File: src/sv/tal_pkg.sv
`timescale 1ns / 1ps
`default_nettype none
// ----------------------------------------------------------------------------
// Tag access list package
// Shared constants, result codes, sequencer steps and the control store.
// ----------------------------------------------------------------------------
package tal_pkg;

    localparam int UID_BYTES_DEF = 4;
    localparam int TAG_SLOTS_DEF = 16;
    localparam int FIRST_SLOT    = 2;
    localparam int UID_PORT_W    = 32;
    localparam int SLOT_OUT_W    = 4;

    typedef enum logic [2:0] {
        OUT_ADMIN_ON  = 3'd0,
        OUT_ADMIN_OFF = 3'd1,
        OUT_REMOVED   = 3'd2,
        OUT_ADDED     = 3'd3,
        OUT_FULL      = 3'd4,
        OUT_GRANTED   = 3'd5,
        OUT_DENIED    = 3'd6
    } t_outcome;

    typedef enum logic [2:0] {
        ST_WAIT   = 3'd0,
        ST_CHECK  = 3'd1,
        ST_PRIME  = 3'd2,
        ST_SCAN   = 3'd3,
        ST_DECIDE = 3'd4,
        ST_TOGGLE = 3'd5
    } t_step;

    typedef enum logic [1:0] {
        C_ALWAYS = 2'd0,
        C_START  = 2'd1,
        C_MASTER = 2'd2,
        C_MORE   = 2'd3
    } t_cond;

    typedef struct packed {
        logic capture;
        logic init_scan;
        logic rd_en;
        logic cmp_en;
        logic decide;
        logic toggle;
    } t_ctrl;

    typedef struct packed {
        t_ctrl ctrl;
        t_cond cond;
        t_step jump;
        t_step next;
    } t_uword;

    typedef struct packed {
        logic master_hit;
        logic scan_more;
    } t_stat;

    function automatic t_uword prog_word(input t_step step);
        t_uword w;
        w = '{ctrl: '0, cond: C_ALWAYS, jump: ST_WAIT, next: ST_WAIT};
        unique case (step)
            ST_WAIT: begin
                w.ctrl.capture = 1'b1;
                w.cond = C_START;
                w.jump = ST_CHECK;
                w.next = ST_WAIT;
            end
            ST_CHECK: begin
                w.ctrl.init_scan = 1'b1;
                w.cond = C_MASTER;
                w.jump = ST_TOGGLE;
                w.next = ST_PRIME;
            end
            ST_PRIME: begin
                w.ctrl.rd_en = 1'b1;
                w.cond = C_MORE;
                w.jump = ST_SCAN;
                w.next = ST_DECIDE;
            end
            ST_SCAN: begin
                w.ctrl.rd_en  = 1'b1;
                w.ctrl.cmp_en = 1'b1;
                w.cond = C_MORE;
                w.jump = ST_SCAN;
                w.next = ST_DECIDE;
            end
            ST_DECIDE: begin
                w.ctrl.decide = 1'b1;
            end
            ST_TOGGLE: begin
                w.ctrl.toggle = 1'b1;
            end
            default: begin
                w.cond = C_ALWAYS;
            end
        endcase
        return w;
    endfunction

endpackage
`default_nettype wire

File: src/sv/tal_seq.sv
`timescale 1ns / 1ps
`default_nettype none
// ----------------------------------------------------------------------------
// Tag access list sequencer
// Step counter over the control store with conditional jumps.
// ----------------------------------------------------------------------------
module tal_seq (
    input  wire logic          i_clk,
    input  wire logic          i_rst_n,
    input  wire logic          i_start,
    input  wire tal_pkg::t_stat i_stat,
    output tal_pkg::t_ctrl     o_ctrl,
    output logic               o_busy
);

    tal_pkg::t_step  r_step;
    tal_pkg::t_step  n_step;
    tal_pkg::t_uword w_word;
    logic            w_take;

    assign w_word = tal_pkg::prog_word(r_step);

    always_comb begin
        unique case (w_word.cond)
            tal_pkg::C_ALWAYS: w_take = 1'b1;
            tal_pkg::C_START:  w_take = i_start;
            tal_pkg::C_MASTER: w_take = i_stat.master_hit;
            tal_pkg::C_MORE:   w_take = i_stat.scan_more;
            default:           w_take = 1'b1;
        endcase
        n_step = w_take ? w_word.jump : w_word.next;
    end

    always_comb begin
        o_ctrl         = w_word.ctrl;
        o_ctrl.capture = w_word.ctrl.capture & i_start;
        o_busy         = (r_step != tal_pkg::ST_WAIT);
    end

    always_ff @(posedge i_clk) begin
        if (!i_rst_n) begin
            r_step <= tal_pkg::ST_WAIT;
        end else begin
            r_step <= n_step;
        end
    end

endmodule
`default_nettype wire

File: src/sv/tal_datapath.sv
`timescale 1ns / 1ps
`default_nettype none
// ----------------------------------------------------------------------------
// Tag access list datapath
// Slot store, one scan comparator, master comparison, scan bookkeeping and the result register.
// ----------------------------------------------------------------------------
module tal_datapath #(
    parameter int UID_BYTES = tal_pkg::UID_BYTES_DEF,
    parameter int TAG_SLOTS = tal_pkg::TAG_SLOTS_DEF
) (
    input  wire logic                         i_clk,
    input  wire logic                         i_rst_n,
    input  wire tal_pkg::t_ctrl               i_ctrl,
    input  wire logic [tal_pkg::UID_PORT_W-1:0] i_card_uid,
    input  wire logic                         i_cfg_we,
    input  wire logic [tal_pkg::UID_PORT_W-1:0] i_cfg_wdata,
    output tal_pkg::t_stat                    o_stat,
    output logic                              o_done,
    output logic [2:0]                        o_outcome,
    output logic                              o_admin_active,
    output logic [tal_pkg::SLOT_OUT_W-1:0]    o_slot_used
);

    localparam int UID_W  = (8 * UID_BYTES > tal_pkg::UID_PORT_W) ?
                            tal_pkg::UID_PORT_W : 8 * UID_BYTES;
    localparam int SLOT_W = (TAG_SLOTS > 2) ? $clog2(TAG_SLOTS) : 1;
    localparam int CNT_W  = $clog2(TAG_SLOTS + 1);

    logic [UID_W-1:0]     r_mem [TAG_SLOTS];
    logic [TAG_SLOTS-1:0] r_valid;
    logic [UID_W-1:0]     r_master;
    logic [UID_W-1:0]     r_id;
    logic                 r_admin;
    logic [CNT_W-1:0]     r_rd_slot;
    logic [SLOT_W-1:0]    r_cmp_slot;
    logic [UID_W-1:0]     r_rd_data;
    logic                 r_rd_vld;
    logic                 r_hit_found;
    logic [SLOT_W-1:0]    r_hit_slot;
    logic                 r_emp_found;
    logic [SLOT_W-1:0]    r_emp_slot;
    logic                 r_done;
    tal_pkg::t_outcome    r_outcome;
    logic [tal_pkg::SLOT_OUT_W-1:0] r_slot_out;

    logic w_more;
    logic w_rd;
    logic w_hit;
    logic w_add;
    logic w_remove;

    assign w_more = (r_rd_slot < CNT_W'(TAG_SLOTS));
    assign w_rd   = i_ctrl.rd_en && w_more;
    assign w_hit  = r_rd_vld ? (r_rd_data == r_id) : ((r_id == '0) && r_admin);
    assign w_add    = i_ctrl.decide && r_admin && !r_hit_found && r_emp_found;
    assign w_remove = i_ctrl.decide && r_admin && r_hit_found;

    assign o_stat.master_hit = (r_id == r_master);
    assign o_stat.scan_more  = w_more;

    always_ff @(posedge i_clk) begin
        if (w_add) begin
            r_mem[r_emp_slot] <= r_id;
        end
        if (w_rd) begin
            r_rd_data <= r_mem[r_rd_slot[SLOT_W-1:0]];
        end
    end

    always_ff @(posedge i_clk) begin
        if (i_ctrl.capture) begin
            r_id <= i_card_uid[UID_W-1:0];
        end
        if (w_rd) begin
            r_rd_vld   <= r_valid[r_rd_slot[SLOT_W-1:0]];
            r_cmp_slot <= r_rd_slot[SLOT_W-1:0];
        end
        if (i_ctrl.cmp_en && !r_hit_found && w_hit) begin
            r_hit_slot <= r_cmp_slot;
        end
        if (i_ctrl.cmp_en && !r_emp_found && !r_rd_vld) begin
            r_emp_slot <= r_cmp_slot;
        end
    end

    always_ff @(posedge i_clk) begin
        if (!i_rst_n) begin
            r_valid     <= '0;
            r_master    <= '0;
            r_admin     <= 1'b0;
            r_rd_slot   <= '0;
            r_hit_found <= 1'b0;
            r_emp_found <= 1'b0;
            r_done      <= 1'b0;
            r_outcome   <= tal_pkg::OUT_DENIED;
            r_slot_out  <= '0;
        end else begin
            r_done <= 1'b0;
            if (i_cfg_we) begin
                r_master <= i_cfg_wdata[UID_W-1:0];
            end
            if (i_ctrl.init_scan) begin
                r_rd_slot   <= CNT_W'(tal_pkg::FIRST_SLOT);
                r_hit_found <= 1'b0;
                r_emp_found <= 1'b0;
            end
            if (w_rd) begin
                r_rd_slot <= r_rd_slot + 1'b1;
            end
            if (i_ctrl.cmp_en && w_hit) begin
                r_hit_found <= 1'b1;
            end
            if (i_ctrl.cmp_en && !r_rd_vld) begin
                r_emp_found <= 1'b1;
            end
            if (w_add) begin
                r_valid[r_emp_slot] <= 1'b1;
            end
            if (w_remove) begin
                r_valid[r_hit_slot] <= 1'b0;
            end
            if (i_ctrl.toggle) begin
                r_admin    <= !r_admin;
                r_done     <= 1'b1;
                r_outcome  <= r_admin ? tal_pkg::OUT_ADMIN_OFF : tal_pkg::OUT_ADMIN_ON;
                r_slot_out <= '0;
            end
            if (i_ctrl.decide) begin
                r_done <= 1'b1;
                priority if (r_admin && r_hit_found) begin
                    r_outcome  <= tal_pkg::OUT_REMOVED;
                    r_slot_out <= tal_pkg::SLOT_OUT_W'(r_hit_slot);
                end else if (r_admin && r_emp_found) begin
                    r_outcome  <= tal_pkg::OUT_ADDED;
                    r_slot_out <= tal_pkg::SLOT_OUT_W'(r_emp_slot);
                end else if (r_admin) begin
                    r_outcome  <= tal_pkg::OUT_FULL;
                    r_slot_out <= '0;
                end else if (r_hit_found) begin
                    r_outcome  <= tal_pkg::OUT_GRANTED;
                    r_slot_out <= tal_pkg::SLOT_OUT_W'(r_hit_slot);
                end else begin
                    r_outcome  <= tal_pkg::OUT_DENIED;
                    r_slot_out <= '0;
                end
            end
        end
    end

    assign o_done         = r_done;
    assign o_outcome      = r_outcome;
    assign o_admin_active = r_admin;
    assign o_slot_used    = r_slot_out;

endmodule
`default_nettype wire

File: src/sv/tag_access_list_with_enroll_core.sv
`timescale 1ns / 1ps
`default_nettype none
// ----------------------------------------------------------------------------
// Tag access list with enrollment
// A presented tag identifier is checked against a master identifier and a
// table of enrolled tags. Each start transaction gives one result.
//
// Input: a transaction is taken at an edge with start high and busy low;
// i_card_uid is sampled then. Configuration: i_cfg_we writes the master
// identifier from i_cfg_wdata; the user alone must write it only while idle.
// Output: o_done is high for exactly one cycle with o_outcome,
// o_admin_active and o_slot_used valid; the receiver cannot stall it.
// Timing: a master tag passes the check and toggle steps before its result.
// Any other tag passes the check and prime steps, a scan of slots FIRST_SLOT
// to TAG_SLOTS - 1 at one slot a cycle through the single store read port
// and scan comparator, and the decide step. Busy drops in the cycle o_done is
// shown, so a new tag may be started then.
// Reset: empties every slot, clears the master identifier and returns to
// normal mode; the block is ready in the first cycle after reset.
// ----------------------------------------------------------------------------
module tag_access_list_with_enroll_core #(
    parameter int UID_BYTES = tal_pkg::UID_BYTES_DEF,
    parameter int TAG_SLOTS = tal_pkg::TAG_SLOTS_DEF
) (
    input  wire logic        i_clk,
    input  wire logic        i_rst_n,
    input  wire logic        start,
    output logic             busy,
    input  wire logic [31:0] i_card_uid,
    input  wire logic        i_cfg_we,
    input  wire logic [31:0] i_cfg_wdata,
    output logic             o_done,
    output logic [2:0]       o_outcome,
    output logic             o_admin_active,
    output logic [3:0]       o_slot_used
);

    tal_pkg::t_ctrl w_ctrl;
    tal_pkg::t_stat w_stat;

    tal_seq u_seq (
        .i_clk   (i_clk),
        .i_rst_n (i_rst_n),
        .i_start (start),
        .i_stat  (w_stat),
        .o_ctrl  (w_ctrl),
        .o_busy  (busy)
    );

    tal_datapath #(
        .UID_BYTES (UID_BYTES),
        .TAG_SLOTS (TAG_SLOTS)
    ) u_dp (
        .i_clk          (i_clk),
        .i_rst_n        (i_rst_n),
        .i_ctrl         (w_ctrl),
        .i_card_uid     (i_card_uid),
        .i_cfg_we       (i_cfg_we),
        .i_cfg_wdata    (i_cfg_wdata),
        .o_stat         (w_stat),
        .o_done         (o_done),
        .o_outcome      (o_outcome),
        .o_admin_active (o_admin_active),
        .o_slot_used    (o_slot_used)
    );

endmodule
`default_nettype wire

File: config.mk
export PLATFORM = sky130hd
export DESIGN_NAME = tag_access_list_with_enroll_core
export DESIGN_NICKNAME = d
export VERILOG_FILES = /design/src/sv/tal_pkg.sv /design/src/sv/tal_seq.sv /design/src/sv/tal_datapath.sv /design/src/sv/tag_access_list_with_enroll_core.sv
export SDC_FILE = /design/constraint.sdc
export NUM_CORES = 1
export LEC_CHECK = 0
export ABC_AREA = 1
export BUFFER_PORTS_ARGS = -buffer_cell sky130_fd_sc_hd__buf_4
export CAP_MARGIN = 20
export CORE_UTILIZATION = 45
export DETAILED_ROUTE_END_ITERATION = 10
export HOLD_SLACK_MARGIN = 0.1
export SETUP_SLACK_MARGIN = 0.05
export SYNTH_ARGS = -nofsm -noshare
export SYNTH_HDL_FRONTEND = slang
export SYNTH_HIERARCHICAL = 1
export SYNTH_SLANG_ARGS = --single-unit
File: constraint.sdc
create_clock -name i_clk -period 3.3 [get_ports i_clk]
set_input_delay 0.66 -clock i_clk [delete_from_list [all_inputs] [get_ports i_clk]]
set_output_delay 0.66 -clock i_clk [all_outputs]
set_load 0.005 [all_outputs]
# After elaboration in Yosys (flattened, before gate mapping)
# Memory sizes are Yosys's and may differ from the RTL's. A register that Yosys moved wholly into a read port is not among the register bits.
# Cells that the tools add are included.
# word_totals
romBits	0
memories	1
latchBits	0
output_inout_bits	10
mem_bits_rw	512
regBits	112
elab_cells	108
# classes
shift	0
n_bitwise	4
muxes	42
add_sub_neg	1
reduce_logical	29
multipliers	0
div	0
eq_ne	10
magnitude_cmp	6
# memory_table
memory	depth	width	rd	rd_ports_with_merged_regs	write_ports	line	text
u_dp.r_mem	16	32	1	1	1	tal_datapath.sv:29	logic [UID_W-1:0] r_mem [TAG_SLOTS];
# op_table
cell	count
32-bit equality test	2
16-bit 2-to-1 mux	3
32-bit logical NOT	1
4-bit 2-to-1 mux	6
1-bit 2-to-1 mux	18
3-bit 2-to-1 mux	6
6-bit one-hot mux with 3 select lines	1
16-bit bitwise AND	1
1-bit logical AND	16
16-bit inverter	1
16-bit OR	1
4-bit by 5-bit < comparator with 1-bit output, second input constant	3
5-bit 2-to-1 mux	2
1-bit demux with 4-bit select	2
4-bit by 1-bit greater-or-equal comparator with 1-bit output, second input constant	2
2-bit nonzero test	4
3-bit by 2-bit equality test with 1-bit output, second input constant	2
3-bit equality test, second input constant	2
2-bit one-hot mux with 3 select lines	1
5-bit by 1-bit adder with 5-bit output, second input constant	1
5-bit < comparator, second input constant	1
1-bit binary-select mux with 4-bit select	1
2-bit equality test, second input constant	2
1-bit logical NOT	4
9 further kinds	9

# Longest topological paths before layout
# Gate-level depths: netlist of the first run.
# logic_depth
ltp_word	9
ltp_mapped	12
ltp_nobuf	12

# Modules after synthesis
# Netlist of the first run, hierarchy kept.
# modules_own_cells
mod	area_each_um2	n_inst	seq_area_each_um2	cells_each
tal_datapath	26090.0	1	18968.2	1961
tal_seq	226.5	1	60.1	37

# Worst setup path after synthesis of the first run
# Ideal clock, no wire load.
# synth_path
path_kind	flip-flop to flip-flop
from	reg u_seq.r_step[2]
to	reg u_dp.r_valid[15]
arrival_time_ps	2869
path_slack_ps	365
required_ps	3233
path_stages_with_launch	11
synth_period_minus_slack_ps	2935
path_cell_list	dfxtp_1 inv_1 nor3_1 buf_4 inv_2 nor2_1 nand2_1 nor2_1 inv_2 nor2_1 o221a_1
# synth_lines
item	line	text
start, declared	tal_seq.sv:16	tal_pkg::t_step r_step;
start signal, assigned	tal_seq.sv:42	r_step <= tal_pkg::ST_WAIT;
start signal, assigned	tal_seq.sv:44	r_step <= n_step;
end signal, assigned	tal_datapath.sv:88	r_valid <= '0;
end signal, assigned by index	tal_datapath.sv:117	r_valid[r_emp_slot] <= 1'b1;
end signal, assigned by index	tal_datapath.sv:120	r_valid[r_hit_slot] <= 1'b0;
end, declared	tal_datapath.sv:30	logic [TAG_SLOTS-1:0] r_valid;

==> results.sh, run 1 <==
export IMPL_min_to="u_dp/r_id[8]"
export IMPL_worstHoldStart="i_card_uid[8]"
export IMPL_setup_viol=0
export IMPL_drc=0
export IMPL_clock_path_buffers=3
export IMPL_finalCriticalPeriod_ns=2.62
export IMPL_die_area_um2=59500
export IMPL_viasPerCell=5.73
export IMPL_synth_most_common_cell="edfxtp_1"
export IMPL_holdBufCountCts=0
export IMPL_rows=88
export IMPL_seq_area_frac_synth_pct=72.3
export IMPL_synth_top_cells_by_count="edfxtp_1, nor2_1, o21ai_0"
export IMPL_vdd_ir_drop_max_v=0.000893
export IMPL_grt_use_met3_pct=4.06
export IMPL_fin_crit_sh_pct=79.4
export IMPL_port_buffers=77
export IMPL_postPlaceCellArea_um2=28100
export IMPL_post_cts_buffers=0
export IMPL_yosys_area_top_type="edfxtp_1"
export IMPL_drt_iter0_drc=1735
export IMPL_antenna_cells=0
export IMPL_hp_class="input pin to flop"
export IMPL_gp_congestion=0.912
export IMPL_core_area_um2=57700
export IMPL_ys_types=40
export IMPL_status="completed"
export IMPL_htreeDepth=3
export IMPL_rr_endpoint="u_dp/r_mem[3][14]"
export IMPL_root_buffer="clkbuf_16"
export IMPL_powerDensity_nw_per_um2=723
export IMPL_startpoint_type="flop"
export IMPL_clk_pin_slew_ns=0.06
export IMPL_worstPathRequired_ns=3.60
export IMPL_criticalPathCategory="flop to flop"
export IMPL_cts_tree="yes"
export IMPL_grt_pass1_wl_mm=104
export IMPL_synth_cells=1998
export IMPL_met2_usage_pct=37.8
export IMPL_avgSynthCellArea_um2=13.2
export IMPL_post_cts_resized=0
export IMPL_routedWlPerCell_um=24.2
export IMPL_async_reset_ff_share_pct=0
export IMPL_hold_violations=0
export IMPL_min_path_cells=1
export IMPL_clock_latency_ns=0.60
export IMPL_antenna_found_initial=0
export IMPL_synth_edf_count=589
export IMPL_setup_tns_ns=0
export IMPL_top_usage_layer="met2"
export IMPL_drive_above_1_share_pct=13.7
export IMPL_clock_sinks=656
export IMPL_r2r_setup_slack_ns=0.68
export IMPL_synth_area_leaders="edfxtp_1, dfxtp_1, nor2_1, mux2i_1, o221ai_1"
export IMPL_reg2reg_depth=10
export IMPL_yosys_warnings=6
export IMPL_crit_arrival_ns=2.92
export IMPL_worstPathMaxFanout=15
export IMPL_area_delta_synth_final_pct=15.4
export IMPL_nets=2169
export IMPL_place_hpwl_mm=41.9
export IMPL_synth_nets=2067
export IMPL_endpoint_kind="flop"
export IMPL_fin_skew_ns=0.0189
export IMPL_syn_cell_area_um2=26300
export IMPL_fill_cells=4841
export IMPL_synth_seq_cells=656
export IMPL_dieWidth_um=244
export IMPL_grt_start_max_net_pins=121
export IMPL_worstReg2RegStart="u_seq/r_step[2]"
export IMPL_ant_nets=0
export IMPL_maxSlewHeadroom_pct=37.5
export IMPL_rsz0062_at_grt="no"
export IMPL_vias=16712
export IMPL_numCtsBuffers=69
export IMPL_design_area_um2=30400
export IMPL_firstDrtPassIters=8
export IMPL_yosys_area_top_type_share_pct=67.2
export IMPL_met1_usage_pct=33.2
export IMPL_start_util_pct=45.6
export IMPL_max_freq_mhz=382
export IMPL_die_height_um=244
export IMPL_drv_slew=0
export IMPL_overflow=0
export IMPL_first_global_vias=15998
export IMPL_ios=78
export IMPL_grt_usage_pct=23.8
export IMPL_p_leak_nw=10.2
export IMPL_totalWireLength_mm=70.6
export IMPL_synthFlopType="edfxtp_1"
export IMPL_maxCapViolations=0
export IMPL_worst_pin_slew_ns=0.938
-- cell usage in the layout (no fill, tap or decap), types with 3 or more instances in the layout --
cell type / instances
a31oi_1: 9
nor3_1: 21
or2_2: 11
buf_4: 128
clkinv_1: 15
edfxtp_1: 589
inv_1: 72
o211ai_1: 15
clkbuf_1: 18
inv_2: 20
mux2i_1: 110
a211oi_1: 4
o22ai_1: 8
nor2_4: 17
o21ai_1: 20
nand4_1: 25
a22oi_1: 3
dfxtp_1: 63
bufinv_16: 8
clkbuf_16: 71
xnor2_1: 24
a21oi_1: 9
clkinv_2: 8
buf_12: 17
nor2_1: 305
o221ai_1: 110
o21ai_0: 171
o32ai_1: 14
nand2_1: 169
xor2_1: 5
nand3_1: 67
dfxtp_4: 3
-- critical path, cell delays in order, from the launching register on --
cell,delay [ns]
dfxtp_1,0.35
inv_1,0.12
nor3_1,0.15
buf_4,0.17
inv_2,0.05
nor2_1,0.19
nand2_1,0.15
nor2_1,0.14
inv_2,0.09
nor2_4,0.60
buf_4,0.31
-- layer usage --
| layer | part of all wire [%] | up-vias | routed length, µm |
|---|---|---|---|
| li1 | - | 7620 | - |
| met1 | 43 | 8330 | 30600 |
| met2 | 47 | 626 | 33300 |
| met3 | 6.5 | 136 | 4580 |
| met4 | 3.1 | 0 | 2190 |
| met5 | 0 | - | 0 |
-- how the worst max path moves through the flow --
stage                     slack [ns]           endpoint  cells past startpoint            start
after floorplan                 0.36   u_dp/r_valid[15]                     10  u_seq/r_step[2]
after detailed placement        0.69   u_dp/r_mem[3][0]                     10  u_seq/r_step[2]
after CTS                       0.67   u_dp/r_mem[3][6]                     10  u_seq/r_step[2]
after global placement          0.77   u_dp/r_mem[3][0]                     10  u_seq/r_step[2]
final                           0.68  u_dp/r_mem[3][14]                     10  u_seq/r_step[2]
after global routing            0.54   u_dp/r_valid[10]                     10  u_seq/r_step[2]
-- logic make-up after synthesis --
group	share of synthesized area [%]
buffers and inverters	3.59
multiplexers	4.18
AND/OR/NAND/NOR	9.67
adder cells (fa/ha/maj)	0.0475
flip-flops	72.3
AO/OA/AOI/OAI	9.24
XOR/XNOR	0.965
-- sequential cells by signal (all words and copies together), names as in the netlist --
register	cells
u_dp/r_mem	512
u_dp/r_id	32
u_dp/r_master	32
u_dp/r_rd_data	32
u_dp/r_valid	16
u_dp/r_rd_slot	5
u_dp/o_slot_used	4
u_dp/r_cmp_slot	4
u_dp/r_emp_slot	4
u_dp/r_hit_slot	4
u_dp/o_outcome	3
u_seq/r_step	3
u_dp/o_admin_active	1
u_dp/o_done	1
u_dp/r_emp_found	1
u_dp/r_hit_found	1
u_dp/r_rd_vld	1
-- area by class of cell --
class                      instances  area (µm²)  share of cell area (%)
clock buffer                      91        1870                    6.16
clock inverter                    32         367                    1.21
inverter                          98         370                    1.22
multi-input combinational       1130        6460                    21.3
sequential                       656       19000                    62.7
tap                              765         957                    3.15
timing repair buffer             145        1300                    4.28
-- where the power goes --
group | switching (mW) | internal [mW] | total (mW)
sequential | 0.537 | 9.78 | 10.3
combinational | 2.60 | 1.29 | 3.89
clock | 3.12 | 4.62 | 7.74
-- stage by stage --
stage               cells  util (%)  worst slack, ns  power [mW]  hold slack [ns]
global route         2917      52.6            0.544        22.8            0.209
global placement     2794      48.8            0.766        14.3            0.445
detailed placement   2794      48.8            0.690        14.4            0.437
floorplan            1998         -            0.365        12.9            0.406
finish               2917      52.6            0.681        22.0            0.236
CTS                  2917      52.6            0.671        22.1            0.203
No activity file was read; power rests on OpenSTA's default activity.
==> inputs of run 2 (changes only) <==
--- a/config.mk
+++ b/config.mk
@@ -5,7 +5,7 @@
 export SDC_FILE = /design/constraint.sdc
 export NUM_CORES = 1
 export LEC_CHECK = 0
-export ABC_AREA = 1
+export ABC_AREA = 0
 export BUFFER_PORTS_ARGS = -buffer_cell sky130_fd_sc_hd__buf_4
 export CAP_MARGIN = 20
 export CORE_UTILIZATION = 45
==> constraint.sdc (replaced) <==
create_clock -name i_clk -period 2.7 [get_ports i_clk]
set_input_delay 0.54 -clock i_clk [delete_from_list [all_inputs] [get_ports i_clk]]
set_output_delay 0.54 -clock i_clk [all_outputs]
set_load 0.005 [all_outputs]
==> run 2 against run 1 <==
Compared with the run above:
- sequential share of layout area is 0.60 points higher
- core utilization up 1.6 points
- synthesized cell count fell by 40%
- critical path depth down 3
- clock-buffer cell count up 5
- critical path type unchanged
- largest cell class unchanged
- highest routed layer unchanged
==> results.sh, run 2 <==
export IMPL_p_leak_nw=9.74
export IMPL_final_core_util_pct=54.3
export IMPL_drive_above_1_share_pct=32.4
export IMPL_clock_latency_ns=0.61
export IMPL_max_freq_mhz=400
export IMPL_critPathBufInv=2
export IMPL_crit_arrival_ns=2.81
export IMPL_first_global_vias=12847
export IMPL_worstPathRequired_ns=3.02
export IMPL_worstPathMaxFanout=18
export IMPL_criticalPathCategory="flop to flop"
export IMPL_post_cts_resized=0
export IMPL_firstDrtPassIters=5
export IMPL_layout_setup_ws_ns=0.202
export IMPL_ys_types=48
export IMPL_htreeDepth=3
export IMPL_grt_start_max_net_pins=52
export IMPL_gp_congestion=0.826
export IMPL_viasPerCell=5.78
export IMPL_synth_top_cells_by_count="edfxtp_1, mux4_2, dfxtp_1"
export IMPL_syn_cell_area_um2=25400
export IMPL_endpoint_kind="flop"
export IMPL_synth_cells=1201
export IMPL_setup_viol=0
export IMPL_yosys_warnings=6
export IMPL_grt_usage_pct=22.7
export IMPL_final_cell_mix="edfxtp_1, mux4_2, buf_4"
export IMPL_port_buffers=77
export IMPL_grt_pass1_wl_mm=90.9
export IMPL_dieWidth_um=239
export IMPL_overflow=0
export IMPL_maxSlewHeadroom_pct=53.9
export IMPL_place_hpwl_mm=38.1
export IMPL_largest_reg_flops=512
export IMPL_status="completed"
export IMPL_die_height_um=239
export IMPL_holdBufCountCts=12
export IMPL_top_register="u_dp/r_mem"
export IMPL_synth_nets=1270
export IMPL_finalCriticalPeriod_ns=2.50
export IMPL_yosys_area_top_type="edfxtp_1"
export IMPL_core_area_um2=55400
export IMPL_start_util_pct=45.8
export IMPL_worst_pin_slew_ns=0.692
export IMPL_max_stage_delay_ns=0.44
export IMPL_synth_area_leaders="edfxtp_1, mux4_2, dfxtp_1, mux2i_1, xor2_1"
export IMPL_rows=86
export IMPL_drc=0
export IMPL_crit_family="simple AND/OR/NAND/NOR gates"
export IMPL_fin_crit_sh_pct=92.5
export IMPL_vias=12709
export IMPL_cts_tree="yes"
export IMPL_clock_sinks=656
export IMPL_antenna_cells=0
export IMPL_dpl_worst_slack_ns=0.255
export IMPL_nets=1462
export IMPL_routedWlPerCell_um=28.6
export IMPL_hold_violations=0
export IMPL_ant_nets=0
export IMPL_root_buffer="clkbuf_16"
export IMPL_async_reset_ff_share_pct=0
export IMPL_hp_class="input pin to flop"
export IMPL_drt_iter0_drc=1153
export IMPL_yosys_area_top_type_share_pct=69.7
export IMPL_final_common_cell="edfxtp_1"
export IMPL_clock_path_buffers=3
export IMPL_totalWireLength_mm=62.9
export IMPL_r2r_setup_slack_ns=0.20
export IMPL_drv_slew=0
export IMPL_powerDensity_nw_per_um2=744
export IMPL_final_cells=2197
export IMPL_post_cts_buffers=0
export IMPL_ios=78
export IMPL_synth_most_common_cell="edfxtp_1"
export IMPL_vdd_ir_drop_max_v=0.000410
export IMPL_area_delta_synth_final_pct=18.6
export IMPL_avgSynthCellArea_um2=21.1
export IMPL_cp_cell_sequence="buf_4, xnor2_1, nand4_1, nor4_1, nand3_1, a211oi_1, buf_4"
export IMPL_dpl_cell_count=2057
export IMPL_synth_seq_cells=656
export IMPL_fin_skew_ns=0.0187
export IMPL_power_mw=22.4
export IMPL_synth_edf_count=589
export IMPL_clk_pin_slew_ns=0.06
export IMPL_maxCapViolations=0
export IMPL_startpoint_type="flop"
export IMPL_synthFlopType="edfxtp_1"
export IMPL_die_area_um2=57300
export IMPL_seq_area_frac_synth_pct=75.0
export IMPL_numCtsBuffers=70
export IMPL_cp_slowest_cell="xnor2_1"
export IMPL_antenna_found_initial=1
export IMPL_cp_common_cell="buf_4"
export IMPL_rsz0062_at_grt="no"
## run 2: worst paths after layout
| check | startpoint | endpoint | depth (start not counted) |
|---|---|---|---|
| max | u_dp/r_id[9] | u_dp/r_hit_slot[3] | 7 |
| min | i_card_uid[9] | u_dp/r_id[9] | 1 |
| max reg2reg | u_dp/r_id[9] | u_dp/r_hit_slot[3] | 7 |
| min reg2reg | u_dp/r_cmp_slot[0] | u_dp/r_hit_slot[0] | 0 |
## run 2: cells by family after synthesis
group	synth area share (%)
DFF	75.0
and+or+nand+nor	3.93
muxes	16.0
AOI/OAI and AO/OA	1.36
adders and majority gates	0.0493
buffers and inverters	1.36
xor gates and xnor gates	2.28
## run 2: layout make-up
class | instances | area [µm²]
Fill cell | 4260 | 25300
Sequential cell | 656 | 19000
Multi-Input combinational cell | 477 | 6170
Clock buffer | 96 | 1950
Timing Repair Buffer | 179 | 1700
Tap cell | 748 | 936
Clock inverter | 32 | 254
Inverter | 9 | 33.8
## run 2: power breakdown
| group | switching [mW] | internal [mW] | leakage [nW] |
|---|---|---|---|
| logic | 0.887 | 0.832 | 2.79 |
| clock network | 3.83 | 5.37 | 1.08 |
| registers | 0.192 | 11.3 | 5.87 |
| total | 4.91 | 17.5 | 9.74 |
## run 2: metal layers
| metal | vias to the layer above | track usage, % | wire, µm |
|---|---|---|---|
| li1 | 5350 | - | - |
| met1 | 6802 | 32.9 | 27700 |
| met2 | 476 | 35.8 | 30000 |
| met3 | 81 | 4.07 | 3980 |
| met4 | 0 | 6.02 | 1300 |
| met5 | - | 0 | 0 |
## run 2: per-stage QoR
step | setup TNS (ns) | hold slack (ns) | area [µm²]
floorplan | -63.87 | 0.406 | 25500
global placement | 0 | 0.436 | 27800
detailed placement | 0 | 0.432 | 27800
CTS | 0 | 0.100 | 30100
global route | 0 | 0.105 | 30100
finish | 0 | 0.133 | 30100
